$ cat src/rtl/core/midpoint_line_rasterizer_top_assert.svh
// ============================================================================
// Assertion macros for the midpoint line rasterizer
// Concurrent checks clocked on clock, muted while reset is high.
// ============================================================================
`ifndef MIDPOINT_LINE_RASTERIZER_TOP_ASSERT_SVH
`define MIDPOINT_LINE_RASTERIZER_TOP_ASSERT_SVH

// Same-cycle implication
`define MPLR_ASSERT_SAME(label, ante, cons, msg) \
   label: assert property (@(posedge clock) disable iff (reset) (ante) |-> (cons)) \
      else $error(msg);

// Next-cycle implication
`define MPLR_ASSERT_NEXT(label, ante, cons, msg) \
   label: assert property (@(posedge clock) disable iff (reset) (ante) |=> (cons)) \
      else $error(msg);

`endif

$ cat src/rtl/core/mplr_pkg.sv
// ============================================================================
// mplr_pkg
// Shared types and constants of the midpoint line rasterizer.
// ============================================================================
package mplr_pkg;

   // Color word, RGBA with R in the high byte
   localparam int COLOR_BITS = 32;
   typedef logic [COLOR_BITS-1:0] color_type;

   // Operation of the shared decision adder
   typedef enum logic {
      ALU_ADD = 1'b0,
      ALU_SUB = 1'b1
   } alu_op_type;

endpackage

$ cat src/rtl/core/mplr_alu.sv
// ============================================================================
// mplr_alu
// Shared signed add/subtract unit for setup terms and decision updates.
// ============================================================================
module mplr_alu #(
   parameter int DW = 16
) (
   input  logic                signed [DW-1:0] opa,
   input  logic                signed [DW-1:0] opb,
   input  mplr_pkg::alu_op_type                op,
   output logic                signed [DW-1:0] sum
);

   // Subtract as add of the inverted operand plus one
   logic signed [DW-1:0] opb_eff;
   logic                 carry_in;

   always_comb begin
      unique case (op)
         mplr_pkg::ALU_SUB: begin
            opb_eff  = ~opb;
            carry_in = 1'b1;
         end
         default: begin
            opb_eff  = opb;
            carry_in = 1'b0;
         end
      endcase
   end

   assign sum = opa + opb_eff + DW'(carry_in);

endmodule

$ cat src/rtl/core/midpoint_line_rasterizer_top.sv
// ============================================================================
// midpoint_line_rasterizer_top
// Midpoint line walker: one line command in, one pixel beat per column out.
// ============================================================================
//
//  channel | dir | beat contents
//  --------+-----+---------------------------------------------------------
//  req_    | in  | tdata: start_x, start_y, end_x, end_y, color
//  rsp_    | out | tdata: pixel_x, pixel_y, pixel_color; tlast: last pixel
//
//  A command of n pixels (n = |end_x - start_x|) takes its accept cycle, the
//  setup states S_DX, S_SX, S_SXY, S_D0 on the shared adder, then the walk of
//  its pixels while the pixel register can take a beat; the next command is
//  accepted only after that walk ends. A zero-length command is dropped in its
//  accept cycle. A full pixel register with rsp_tready low holds the walk and
//  keeps its beat. reset is synchronous and returns to idle.
//
module midpoint_line_rasterizer_top #(
   parameter int COORD_BITS = 6
) (
   input  logic                                   clock,
   input  logic                                   reset,
   // start_x, start_y, end_x, end_y, color (low to high), zero padded
   input  logic [((4*COORD_BITS+32+7)/8)*8-1:0]   req_tdata,
   input  logic                                   req_tvalid,
   output logic                                   req_tready,
   // pixel_x, pixel_y, pixel_color (low to high), zero padded
   output logic [((2*COORD_BITS+32+7)/8)*8-1:0]   rsp_tdata,
   output logic                                   rsp_tlast,
   output logic                                   rsp_tvalid,
   input  logic                                   rsp_tready
);

   localparam int CB    = COORD_BITS;
   localparam int DW    = 2*COORD_BITS + 4;
   localparam int RSP_W = ((2*COORD_BITS + mplr_pkg::COLOR_BITS + 7)/8)*8;

   // Sequencer codes
   localparam logic [2:0] S_IDLE = 3'd0;
   localparam logic [2:0] S_DX   = 3'd1;
   localparam logic [2:0] S_SX   = 3'd2;
   localparam logic [2:0] S_SXY  = 3'd3;
   localparam logic [2:0] S_D0   = 3'd4;
   localparam logic [2:0] S_WALK = 3'd5;

   // Request fields
   logic [CB-1:0]       req_ax, req_ay, req_bx, req_by;
   mplr_pkg::color_type req_color;
   logic                req_take;
   logic                req_swap;

   assign req_ax    = req_tdata[CB-1:0];
   assign req_ay    = req_tdata[2*CB-1:CB];
   assign req_bx    = req_tdata[3*CB-1:2*CB];
   assign req_by    = req_tdata[4*CB-1:3*CB];
   assign req_color = req_tdata[4*CB+mplr_pkg::COLOR_BITS-1:4*CB];

   // Control and walk registers
   logic [2:0]           state_ff, state_in;
   logic [CB-1:0]        walk_x_ff, walk_x_in;
   logic [CB-1:0]        walk_y_ff, walk_y_in;
   logic [CB-1:0]        stop_x_ff, stop_x_in;
   logic [CB-1:0]        stop_y_ff, stop_y_in;
   mplr_pkg::color_type  line_color_ff, line_color_in;
   logic signed [DW-1:0] dx_ff, dx_in;
   logic signed [DW-1:0] step_x_ff, step_x_in;
   logic signed [DW-1:0] step_xy_ff, step_xy_in;
   logic signed [DW-1:0] decision_ff, decision_in;

   // Pixel output register
   logic                 rsp_valid_ff, rsp_valid_in;
   logic [CB-1:0]        rsp_x_ff, rsp_x_in;
   logic [CB-1:0]        rsp_y_ff, rsp_y_in;
   mplr_pkg::color_type  rsp_color_ff, rsp_color_in;
   logic                 rsp_last_ff, rsp_last_in;

   // Shared adder
   logic signed [DW-1:0] alu_a, alu_b, alu_sum;
   mplr_pkg::alu_op_type alu_op;

   logic                 rsp_load;
   logic                 walk_last;

   mplr_alu #(
      .DW (DW)
   ) u_alu (
      .opa (alu_a),
      .opb (alu_b),
      .op  (alu_op),
      .sum (alu_sum)
   );

   assign req_tready = (state_ff == S_IDLE);
   assign req_take   = req_tvalid && req_tready;
   assign req_swap   = (req_ax > req_bx);
   assign rsp_load   = (state_ff == S_WALK) && (!rsp_valid_ff || rsp_tready);
   assign walk_last  = (CB'(walk_x_ff + 1'b1) == stop_x_ff);

   // Adder operand select per sequencer step
   always_comb begin
      alu_a  = decision_ff;
      alu_b  = decision_ff[DW-1] ? step_xy_ff : step_x_ff;
      alu_op = mplr_pkg::ALU_ADD;
      unique case (state_ff)
         S_DX: begin
            alu_a  = $signed(DW'(stop_x_ff));
            alu_b  = $signed(DW'(walk_x_ff));
            alu_op = mplr_pkg::ALU_SUB;
         end
         S_SX: begin
            alu_a  = $signed(DW'({walk_y_ff, 1'b0}));
            alu_b  = $signed(DW'({stop_y_ff, 1'b0}));
            alu_op = mplr_pkg::ALU_SUB;
         end
         S_SXY: begin
            alu_a = step_x_ff;
            alu_b = dx_ff <<< 1;
         end
         S_D0: begin
            alu_a = step_x_ff;
            alu_b = dx_ff;
         end
         default: begin
         end
      endcase
   end

   // Sequencer and datapath next state
   always_comb begin
      state_in      = state_ff;
      walk_x_in     = walk_x_ff;
      walk_y_in     = walk_y_ff;
      stop_x_in     = stop_x_ff;
      stop_y_in     = stop_y_ff;
      line_color_in = line_color_ff;
      dx_in         = dx_ff;
      step_x_in     = step_x_ff;
      step_xy_in    = step_xy_ff;
      decision_in   = decision_ff;
      rsp_valid_in  = rsp_valid_ff && !rsp_tready;
      rsp_x_in      = rsp_x_ff;
      rsp_y_in      = rsp_y_ff;
      rsp_color_in  = rsp_color_ff;
      rsp_last_in   = rsp_last_ff;

      unique case (state_ff)
         S_IDLE: begin
            if (req_take) begin
               walk_x_in     = req_swap ? req_bx : req_ax;
               walk_y_in     = req_swap ? req_by : req_ay;
               stop_x_in     = req_swap ? req_ax : req_bx;
               stop_y_in     = req_swap ? req_ay : req_by;
               line_color_in = req_color;
               // zero-length lines produce nothing
               if (req_ax != req_bx) begin
                  state_in = S_DX;
               end
            end
         end
         S_DX: begin
            dx_in    = alu_sum;
            state_in = S_SX;
         end
         S_SX: begin
            step_x_in = alu_sum;
            state_in  = S_SXY;
         end
         S_SXY: begin
            step_xy_in = alu_sum;
            state_in   = S_D0;
         end
         S_D0: begin
            decision_in = alu_sum;
            state_in    = S_WALK;
         end
         S_WALK: begin
            if (rsp_load) begin
               rsp_valid_in = 1'b1;
               rsp_x_in     = walk_x_ff;
               rsp_y_in     = walk_y_ff;
               rsp_color_in = line_color_ff;
               rsp_last_in  = walk_last;
               decision_in  = alu_sum;
               walk_x_in    = CB'(walk_x_ff + 1'b1);
               // negative midpoint value: step one row up
               if (decision_ff[DW-1]) begin
                  walk_y_in = CB'(walk_y_ff + 1'b1);
               end
               if (walk_last) begin
                  state_in = S_IDLE;
               end
            end
         end
         default: begin
            state_in = S_IDLE;
         end
      endcase
   end

   // Registers
   always_ff @(posedge clock) begin
      if (reset) begin
         state_ff     <= S_IDLE;
         rsp_valid_ff <= 1'b0;
      end else begin
         state_ff     <= state_in;
         rsp_valid_ff <= rsp_valid_in;
      end
      walk_x_ff     <= walk_x_in;
      walk_y_ff     <= walk_y_in;
      stop_x_ff     <= stop_x_in;
      stop_y_ff     <= stop_y_in;
      line_color_ff <= line_color_in;
      dx_ff         <= dx_in;
      step_x_ff     <= step_x_in;
      step_xy_ff    <= step_xy_in;
      decision_ff   <= decision_in;
      rsp_x_ff      <= rsp_x_in;
      rsp_y_ff      <= rsp_y_in;
      rsp_color_ff  <= rsp_color_in;
      rsp_last_ff   <= rsp_last_in;
   end

   // Result channel
   assign rsp_tvalid = rsp_valid_ff;
   assign rsp_tlast  = rsp_last_ff;
   assign rsp_tdata  = RSP_W'({rsp_color_ff, rsp_y_ff, rsp_x_ff});

`include "midpoint_line_rasterizer_top_assert.svh"

   `MPLR_ASSERT_SAME(a_idle_no_pixel, state_ff == S_IDLE, !rsp_load, "pixel issued while idle")
   `MPLR_ASSERT_SAME(a_walk_in_range, state_ff == S_WALK, walk_x_ff < stop_x_ff, "walk past end")
   `MPLR_ASSERT_NEXT(a_last_ends_walk, rsp_load && walk_last, state_ff == S_IDLE, "walk not ended")
   `MPLR_ASSERT_NEXT(a_x_advances, rsp_load, walk_x_ff == CB'($past(walk_x_ff) + 1'b1), "x step")
   `MPLR_ASSERT_NEXT(a_y_step, rsp_load, CB'(walk_y_ff - $past(walk_y_ff)) <= 1'b1, "y step")

endmodule
$ cat config.mk
export PLATFORM = sky130hd
export DESIGN_NAME = midpoint_line_rasterizer_top
export DESIGN_NICKNAME = d
export VERILOG_FILES = /design/src/rtl/core/mplr_pkg.sv /design/src/rtl/core/mplr_alu.sv /design/src/rtl/core/midpoint_line_rasterizer_top.sv
export VERILOG_INCLUDE_DIRS = /design/src /design/src/rtl/core
export SDC_FILE = /design/constraint.sdc
export NUM_CORES = 1
export LEC_CHECK = 0
export BUFFER_PORTS_ARGS = -buffer_cell sky130_fd_sc_hd__clkbuf_2
export CAP_MARGIN = 20
export CORE_MARGIN = 2
export CORE_UTILIZATION = 50
export DETAILED_ROUTE_END_ITERATION = 10
export PLACE_DENSITY = 0.71
export SYNTH_ARGS = -nofsm -noshare
export SYNTH_HDL_FRONTEND = slang
export SYNTH_SLANG_ARGS = --single-unit
$ cat constraint.sdc
create_clock -name clock -period 5.1 [get_ports clock]
set_clock_uncertainty 0.15 [all_clocks]
set_input_delay 1.02 -clock clock [delete_from_list [all_inputs] [get_ports clock]]
set_output_delay 1.02 -clock clock [all_outputs]
set_load 0.02 [all_outputs]
==> results of run 1 <==
-- Yosys cell counts (12+ instances only) --
| master | n | area, µm² |
|---|---|---|
| nor2_1 | 27 | 101.4 |
| a21oi_1 | 25 | 125.1 |
| o21ai_0 | 30 | 150.1 |
| mux2i_1 | 27 | 270.3 |
| inv_1 | 18 | 67.56 |
| edfxtp_1 | 165 | 4955 |
| o22ai_1 | 12 | 75.07 |
| nand2_1 | 37 | 138.9 |
| ha_1 | 22 | 275.3 |
| xor2_1 | 12 | 105.1 |
| xnor2_1 | 16 | 140.1 |
| clkbuf_1 | 13 | 48.80 |
| o211ai_1 | 13 | 97.59 |
| mux2_2 | 19 | 214.0 |
-- critical path, cell delays in order, from the launching register on --
cell	delay, ps
dfxtp_1	520
or2_1	540
buf_4	320
nand2_1	70
o211ai_1	90
o21ai_0	190
fa_1	470
a21o_1	190
a21oi_2	200
o21ai_0	140
a31oi_1	350
o22ai_1	180
or3_1	320
o21ai_0	100
xnor2_1	220
-- per-layer routing --
metal / share of wire / track usage / vias up / wire (µm)
met3: 0.060 / 0.04100 / 34 / 995
li1: - / - / 2367 / -
met5: 0 / 0 / - / 0
met2: 0.49 / 0.3394 / 204 / 8191
met1: 0.42 / 0.2735 / 2483 / 7046
met4: 0.023 / 0.08982 / 0 / 384
-- sequential cells by signal, summed over array words and instances (netlist names) --
name	cells
rsp_x_ff	6
step_xy_ff	16
rsp_tlast	1
stop_y_ff	6
decision_ff	16
step_x_ff	16
dx_ff	16
rsp_tvalid	1
state_ff	3
rsp_color_ff	32
stop_x_ff	6
rsp_y_ff	6
walk_y_ff	6
walk_x_ff	6
line_color_ff	32
-- power by group --
group / switching, W / total (W) / internal, W
logic: 0.000462 / 0.000758 / 0.000296
registers: 0.0000694 / 0.00184 / 0.00177
clock network: 0.000583 / 0.00133 / 0.000744
-- stage by stage --
| stage | hold WS [ps] | worst slack (ps) | utilization |
|---|---|---|---|
| 2_1_floorplan | 250.3 | 1365 | - |
| 3_3_place_gp | 250.6 | 1200 | 0.5668 |
| 3_5_place_dp | 254.5 | 935.5 | 0.5668 |
| 4_1_cts | 269.0 | 934.0 | 0.6066 |
| 5_1_grt | 271.3 | 502.5 | 0.6066 |
| 6_report | 264.9 | 848.6 | 0.6066 |
-- final timing paths --
kind	startpoint	to	slack (ps)	cells after the start
max	state_ff[0]	step_x_ff[12]	850	14
min	line_color_ff[5]	rsp_color_ff[5]	260	0
max reg2reg	state_ff[0]	step_x_ff[12]	850	14
min reg2reg	line_color_ff[5]	rsp_color_ff[5]	260	0
-- area by class of cell --
type / count / area, µm²
Inverter: 18 / 67.56
Multi-Input combinational cell: 348 / 2679
Tap cell: 211 / 264.0
Clock inverter: 15 / 183.9
Sequential cell: 169 / 5035
Fill cell: 1212 / 6025
Timing Repair Buffer: 120 / 635.6
Clock buffer: 17 / 425.4
-- cells by family (layout without fill, tap and decap cells) --
logic type | Yosys count | after routing | synth area share
multiplexers | 57 | 57 | 0.09141
buffers and inverters | 49 | 170 | 0.02815
adder cells (fa/ha/maj) | 23 | 23 | 0.03732
XOR/XNOR | 28 | 28 | 0.03100
other | 1 | 4 | 0.0004740
AO/OA/AOI/OAI | 124 | 124 | 0.1061
AND/OR/NAND/NOR | 112 | 112 | 0.06911
flip-flops | 169 | 169 | 0.6364
==> impl_metrics.env, run 1 <==
export IMPL_core_rowCount=45
export IMPL_max_freq_mhz=235.2
export IMPL_die_x_um=129.8
export IMPL_synth_seq_area_share=0.6364
export IMPL_clockBufferDepth=2
export IMPL_detail_route_antenna_nets=0
export IMPL_place_congestion=0.8993
export IMPL_clockRootBuffer="clkbuf_16"
export IMPL_vias_per_cell=5.666
export IMPL_finish_cell_count_without_fillers=898
export IMPL_end_kind="flop"
export IMPL_p_per_area_nw_per_um2=422.1
export IMPL_relSlewSlack=0.3073
export IMPL_yosysWarnings=0
export IMPL_worst_pin_slew_ps=1038
export IMPL_grtUsageTotal=0.2079
export IMPL_cp_max_fo=16
export IMPL_place_inst=866
export IMPL_cts_reportedPaths_clkPinSlew_ps=70
export IMPL_firstDrtPassIters=5
export IMPL_power_total_w=0.003921
export IMPL_die_height_um=129.8
export IMPL_setup_viol=0
export IMPL_maxSlewViolCount=0
export IMPL_ys_ff_latch=169
export IMPL_clkSinkCount=169
export IMPL_p_leak_nw=3.553
export IMPL_status="finished, final reports clean"
export IMPL_n_antenna_cell=0
export IMPL_mostFrequentLayoutCells="165 x edfxtp_1, 106 x clkbuf_2, 37 x nand2_1"
export IMPL_hold_viol_final=0
export IMPL_ir_drop_mv=0.2942
export IMPL_cp_data_required_time_ps=5170
export IMPL_core_area_um2=15310
export IMPL_async_reset_ff_frac=0
export IMPL_grt_pass1_vias=5078
export IMPL_finalSetupTns_ps=0
export IMPL_drc=0
export IMPL_wl_per_cell_um=18.50
export IMPL_vias=5088
export IMPL_cts_buffers=17
export IMPL_worstSkewPairLatency_ps=430
export IMPL_dieArea_um2=16850
export IMPL_antenna_found_initial=0
export IMPL_post_dp_cell_area_um2=8681
export IMPL_final_common_cell="edfxtp_1"
export IMPL_min_period_over_period=0.8336
export IMPL_cts_tree="yes"
export IMPL_io_buffer_count=106
export IMPL_layout_nets=757
export IMPL_maxCapViolations=0
export IMPL_grt_max_degree=46
export IMPL_synth_distinct_cells=58
export IMPL_h_tree_depth=4
export IMPL_syn_inst=563
export IMPL_syn2layout_area_growth_pct=17.43
export IMPL_initial_core_util=0.5166
export IMPL_hp_class="reg2reg"
export IMPL_finalInstanceArea_um2=9290
export IMPL_cts_hold_buf=0
export IMPL_syn_avg_cell_area_um2=14.05
export IMPL_crit_type="reg2reg"
export IMPL_wirelength_mm=16.62
export IMPL_layout_drive_gt1_share=0.2868
export IMPL_dp_hpwl_mm=11.56
export IMPL_overflow=0
export IMPL_cp_arrival_ps=4320
export IMPL_drtIter0Drc=388
export IMPL_synth_edf_count=165
export IMPL_start_kind="flop"
export IMPL_period_minus_slack_ps=4251
export IMPL_rsz0062_at_grt="false"
export IMPL_post_cts_buffers=0
export IMPL_ys_flop_type="edfxtp_1"
export IMPL_ctsResizeCount=0
export IMPL_syn_area_um2=7911
export IMPL_grt_first_pass_wirelength_mm=26.22
export IMPL_ios=111
Power figures use the tool's default switching activity.
==> run 2: changes to the inputs <==
--- a/config.mk
+++ b/config.mk
@@ -11,7 +11,7 @@
 export CORE_MARGIN = 2
 export CORE_UTILIZATION = 50
 export DETAILED_ROUTE_END_ITERATION = 10
-export PLACE_DENSITY = 0.71
+export PLACE_DENSITY = 0.74
 export SYNTH_ARGS = -nofsm -noshare
 export SYNTH_HDL_FRONTEND = slang
 export SYNTH_SLANG_ARGS = --single-unit
==> constraint.sdc (replaced) <==
create_clock -name clock -period 3.8 [get_ports clock]
set_clock_uncertainty 0.15 [all_clocks]
set_input_delay 0.76 -clock clock [delete_from_list [all_inputs] [get_ports clock]]
set_output_delay 0.76 -clock clock [all_outputs]
set_load 0.02 [all_outputs]
==> impl_metrics.env, run 2 (synthesis gave the netlist of run 1 again) <==
export IMPL_grt_pass1_vias=5148
export IMPL_firstDrtPassIters=5
export IMPL_finalSetupTns_ps=0
export IMPL_crit_path_start="state_ff[1]"
export IMPL_reg_largest_list="line_color_ff (32), rsp_color_ff (32)"
export IMPL_grt_first_pass_wirelength_mm=26.70
export IMPL_power_total_w=0.005294
export IMPL_ir_drop_mv=0.4552
export IMPL_status="finished, final reports clean"
export IMPL_max_freq_mhz=278.6
export IMPL_worstSkewPairLatency_ps=440
export IMPL_detail_route_antenna_nets=0
export IMPL_layout_drive_gt1_share=0.3103
export IMPL_critical_path_endpoint="decision_ff[15]"
export IMPL_overflow=0
export IMPL_ios=111
export IMPL_final_common_cell="edfxtp_1"
export IMPL_antenna_found_initial=0
export IMPL_p_per_area_nw_per_um2=558.9
export IMPL_relSlewSlack=0.3966
export IMPL_hp_class="reg2reg"
export IMPL_hold_viol_final=0
export IMPL_period_minus_slack_ps=3590
export IMPL_vias=5102
export IMPL_p_leak_nw=3.669
export IMPL_place_congestion=0.8412
export IMPL_wirelength_mm=16.76
export IMPL_maxCapViolations=0
export IMPL_h_tree_depth=4
export IMPL_cp_arrival_ps=3670
export IMPL_clkSinkCount=169
export IMPL_initial_core_util=0.5166
export IMPL_cp_data_required_time_ps=3880
export IMPL_cts_buffers=17
export IMPL_cp_max_fo=26
export IMPL_mostFrequentLayoutCells="165 x edfxtp_1, 106 x clkbuf_2, 37 x nand2_1"
export IMPL_syn2layout_area_growth_pct=19.74
export IMPL_drtIter0Drc=361
export IMPL_rr_worst_depth=13
export IMPL_vias_per_cell=5.546
export IMPL_rsz0062_at_grt="false"
export IMPL_r2r_end="decision_ff[15]"
export IMPL_layout_nets=779
export IMPL_grt_max_degree=46
export IMPL_maxSlewViolCount=0
export IMPL_clockRootBuffer="clkbuf_16"
export IMPL_core_area_um2=15310
export IMPL_worst_pin_slew_ps=902.9
export IMPL_r2r_start="state_ff[1]"
export IMPL_io_buffer_count=106
export IMPL_min_period_over_period=0.9447
export IMPL_setup_viol=0
export IMPL_clockBufferDepth=2
export IMPL_cts_reportedPaths_clkPinSlew_ps=70
export IMPL_crit_type="reg2reg"
export IMPL_start_kind="flop"
export IMPL_die_height_um=129.8
export IMPL_dieArea_um2=16850
export IMPL_wl_per_cell_um=18.22
export IMPL_die_x_um=129.8
export IMPL_grtUsageTotal=0.2111
export IMPL_dp_hpwl_mm=11.74
export IMPL_cts_tree="yes"
export IMPL_end_kind="flop"
export IMPL_multiInputGateArea_um2=2674
export IMPL_ff_latch_area_um2=5036
export IMPL_drc=0
export IMPL_fillers=1161
export IMPL_n_antenna_cell=0
export IMPL_core_rowCount=45
export IMPL_rrSetupSlack_ps=210
run 2: changes by cell type in the layout (fill, tap and decap cells not counted), moves of 3 or more:
| cell | change |
|---|---|
| inv_8 | -3 |
| buf_4 | +20 |
| clkinv_8 | +3 |
| clkinv_1 | -3 |
run 2: stage by stage:
step,utilization,cell area (µm²),std cells,worst slack (ps),hold WS [ps]
final,0.6185,9473,920,210.2,269.1
after global routing,0.6185,9473,920,1.291,274.3
after CTS,0.6168,9447,918,91.34,271.4
after detailed placement,0.5761,8823,886,119.9,254.5
after global placement,0.5761,8823,886,244.7,250.3
after floorplan,-,7923,566,65.19,250.3
run 2: metal layers:
layer,vias to the layer above,part of all wire,global-route usage
met5,-,0,0
met4,0,0.028,0.09741
met3,36,0.049,0.04100
met2,169,0.50,0.3582
met1,2485,0.42,0.2631
li1,2412,-,-
run 2: worst min-delay path by stage:
stage | endpoint | slack, ps | cells after the start | startpoint
after floorplan | rsp_color_ff[0] | 250 | 0 | line_color_ff[0]
after global placement | rsp_color_ff[20] | 250 | 0 | line_color_ff[20]
after detailed placement | rsp_color_ff[13] | 250 | 0 | line_color_ff[13]
after CTS | rsp_color_ff[26] | 270 | 0 | line_color_ff[26]
after global routing | rsp_color_ff[4] | 270 | 0 | line_color_ff[4]
final | rsp_color_ff[26] | 270 | 0 | line_color_ff[26]
run 2: power by group:
part	internal (W)	switching [W]
Combinational	0.000439	0.000638
Sequential	0.00237	0.0000846
Clock	0.00100	0.000760
run 2: final cells by class:
cell class | instances | area share
clock buffer | 19 | 0.04570
clock inverter | 13 | 0.02008
inverter | 18 | 0.007132
multi-input combinational | 348 | 0.2823
sequential | 169 | 0.5316
tap | 211 | 0.02787
timing repair buffer | 142 | 0.08533
run 2: critical path, stage by stage (launching register included):
cell and delay, ps:
dfxtp_1 430, buf_6 270, xnor2_1 90, nor2_1 250, nor2_1 150, buf_4 220, a22o_1 200, ha_1 380
a21oi_1 210, o21bai_1 130, o21bai_2 190, o31ai_4 100, o41ai_2 310, xor2_1 300
run 2: timing repair:
action / 4_1_cts / 5_1_grt
hold buffers: 0 / 0
gates resized for setup: 0 / 4
buffers inserted: 0 / 2
setup endpoints to repair: 0 / 12
==> run 3: changes to the inputs <==
==> constraint.sdc (replaced) <==
create_clock -name clock -period 3.3 [get_ports clock]
set_clock_uncertainty 0.15 [all_clocks]
set_input_delay 0.66 -clock clock [delete_from_list [all_inputs] [get_ports clock]]
set_output_delay 0.66 -clock clock [all_outputs]
set_load 0.02 [all_outputs]
==> impl_metrics.env, run 3 (synthesis gave the netlist of run 1 again) <==
export IMPL_status="complete, but fails checks"
export IMPL_layout_nets=804
export IMPL_finish_cell_count_without_fillers=945
export IMPL_max_freq_mhz=294.3
export IMPL_cts_reportedPaths_clkPinSlew_ps=60
export IMPL_p_leak_nw=3.802
export IMPL_clkSinkCount=169
export IMPL_start_kind="flop"
export IMPL_worstSkewPairLatency_ps=430
export IMPL_cts_buffers=17
export IMPL_min_period_over_period=1.030
export IMPL_die_x_um=129.8
export IMPL_period_minus_slack_ps=3398
export IMPL_maxSlewViolCount=0
export IMPL_cts_hold_buf=0
export IMPL_clockRootBuffer="clkbuf_16"
export IMPL_grt_first_pass_wirelength_mm=27.62
export IMPL_dieArea_um2=16850
export IMPL_vias=5363
export IMPL_cp_slowest_cell="mux4_2"
export IMPL_n_antenna_cell=0
export IMPL_ios=111
export IMPL_fillers=1142
export IMPL_dp_hpwl_mm=12.31
export IMPL_die_height_um=129.8
export IMPL_drc=0
export IMPL_finalWorstSetupSlack_ps=-97.75
export IMPL_syn2layout_area_growth_pct=23.66
export IMPL_final_common_cell="edfxtp_1"
export IMPL_place_inst=904
export IMPL_worst_pin_slew_ps=775.0
export IMPL_max_stage_delay_ps=460
export IMPL_ir_drop_mv=0.4866
export IMPL_hold_viol_final=0
export IMPL_grtUsageTotal=0.2184
export IMPL_crit_top_cell="a21o_1"
export IMPL_end_kind="flop"
export IMPL_cp_max_fo=9
export IMPL_core_rowCount=45
export IMPL_rsz0062_at_grt="true"
export IMPL_initial_core_util=0.5166
export IMPL_overflow=0
export IMPL_hold_slack_ps=242.0
export IMPL_setup_viol=8
export IMPL_io_buffer_count=106
export IMPL_place_congestion=0.8981
export IMPL_grt_pass1_vias=5486
export IMPL_cp_arrival_ps=3470
export IMPL_h_tree_depth=4
export IMPL_p_per_area_nw_per_um2=623.4
export IMPL_cts_tree="yes"
export IMPL_cp_data_required_time_ps=3380
export IMPL_clockBufferDepth=2
export IMPL_layout_drive_gt1_share=0.3610
export IMPL_crit_path_cell_trace="buf_12, mux2i_1, mux4_2, o21ai_2, ha_1, a21o_1, a21o_1, a21oi_2, nor2_1, o21bai_2, o31ai_4, o41ai_2, xor2_1"
export IMPL_hp_class="in2reg"
export IMPL_relSlewSlack=0.4811
export IMPL_violations="negative setup slack"
export IMPL_final_util=0.6388
export IMPL_grt_max_degree=46
export IMPL_vias_per_cell=5.675
export IMPL_drtIter0Drc=399
export IMPL_mostFrequentLayoutCells="165 x edfxtp_1, 106 x clkbuf_2, 53 x buf_4"
export IMPL_core_area_um2=15310
export IMPL_antenna_found_initial=0
export IMPL_detail_route_antenna_nets=0
export IMPL_crit_type="reg2reg"
export IMPL_maxCapViolations=0
export IMPL_wl_per_cell_um=18.61
export IMPL_wirelength_mm=17.59
export IMPL_reg_largest_list="line_color_ff (32), rsp_color_ff (32)"
export IMPL_firstDrtPassIters=5
[run 3: path summary, 6_finish.rpt]
check	startpoint	to	slack, ps	cells after the start
worst max register to register	decision_ff[15]	decision_ff[15]	-100	13
worst max-delay path	decision_ff[15]	decision_ff[15]	-100	13
worst min register to register	line_color_ff[2]	rsp_color_ff[2]	270	0
worst min-delay path	reset	rsp_tvalid	240	2
[run 3: area by class of cell]
class / count / area, µm² / area share
Inverter: 18 / 67.56 / 0.006906
Timing Repair Buffer: 167 / 1071 / 0.1095
Sequential cell: 169 / 5041 / 0.5153
Clock inverter: 12 / 92.59 / 0.009464
Clock buffer: 20 / 436.7 / 0.04463
Multi-Input combinational cell: 348 / 2810 / 0.2872
Tap cell: 211 / 264.0 / 0.02699
[run 3: stage by stage]
| stage | setup slack [ps] | power [W] | instance area, µm² | TNS (ps) |
|---|---|---|---|---|
| after global routing | -204.7 | 0.006339 | 9783 | -2590 |
| after detailed placement | -168.4 | 0.004203 | 9075 | -1721 |
| after global placement | -55.22 | 0.004139 | 9075 | -490.2 |
| after CTS | -69.96 | 0.006048 | 9691 | -732.8 |
| after floorplan | -58.70 | 0.003746 | 8020 | -234.8 |
| final | -97.75 | 0.006099 | 9783 | -655.6 |
[run 3: routing by layer]
metal	wire length, µm	up-vias	track usage
li1	-	2467	-
met1	7209	2635	0.2737
met2	8910	216	0.3683
met3	1043	45	0.04428
met4	427	0	0.09930
met5	0	-	0
[run 3: timing repair]
action	CTS	global route
resized for setup	10	18
endpoints found under the hold margin	0	0
pin swaps	9	7
endpoints found under the setup margin	12	24
buffers inserted	6	3
[run 3: report_power, final]
part / switching (W) / internal, W / leakage (nW)
clock network: 0.000830 / 0.000970 / 0.251
registers: 0.0000878 / 0.00273 / 1.56
logic: 0.000826 / 0.000656 / 1.99
total: 0.00174 / 0.00436 / 3.80
[run 3: critical path: cells and delay by family, from the launching register on]
family,cells,cell delay [ps]
adders and majority gates,1,250
and+or+nand+nor,1,70
AOI/OAI and AO/OA,7,1200
xor gates and xnor gates,1,320
DFF,1,430
muxes,2,590
buffers and inverters,1,180
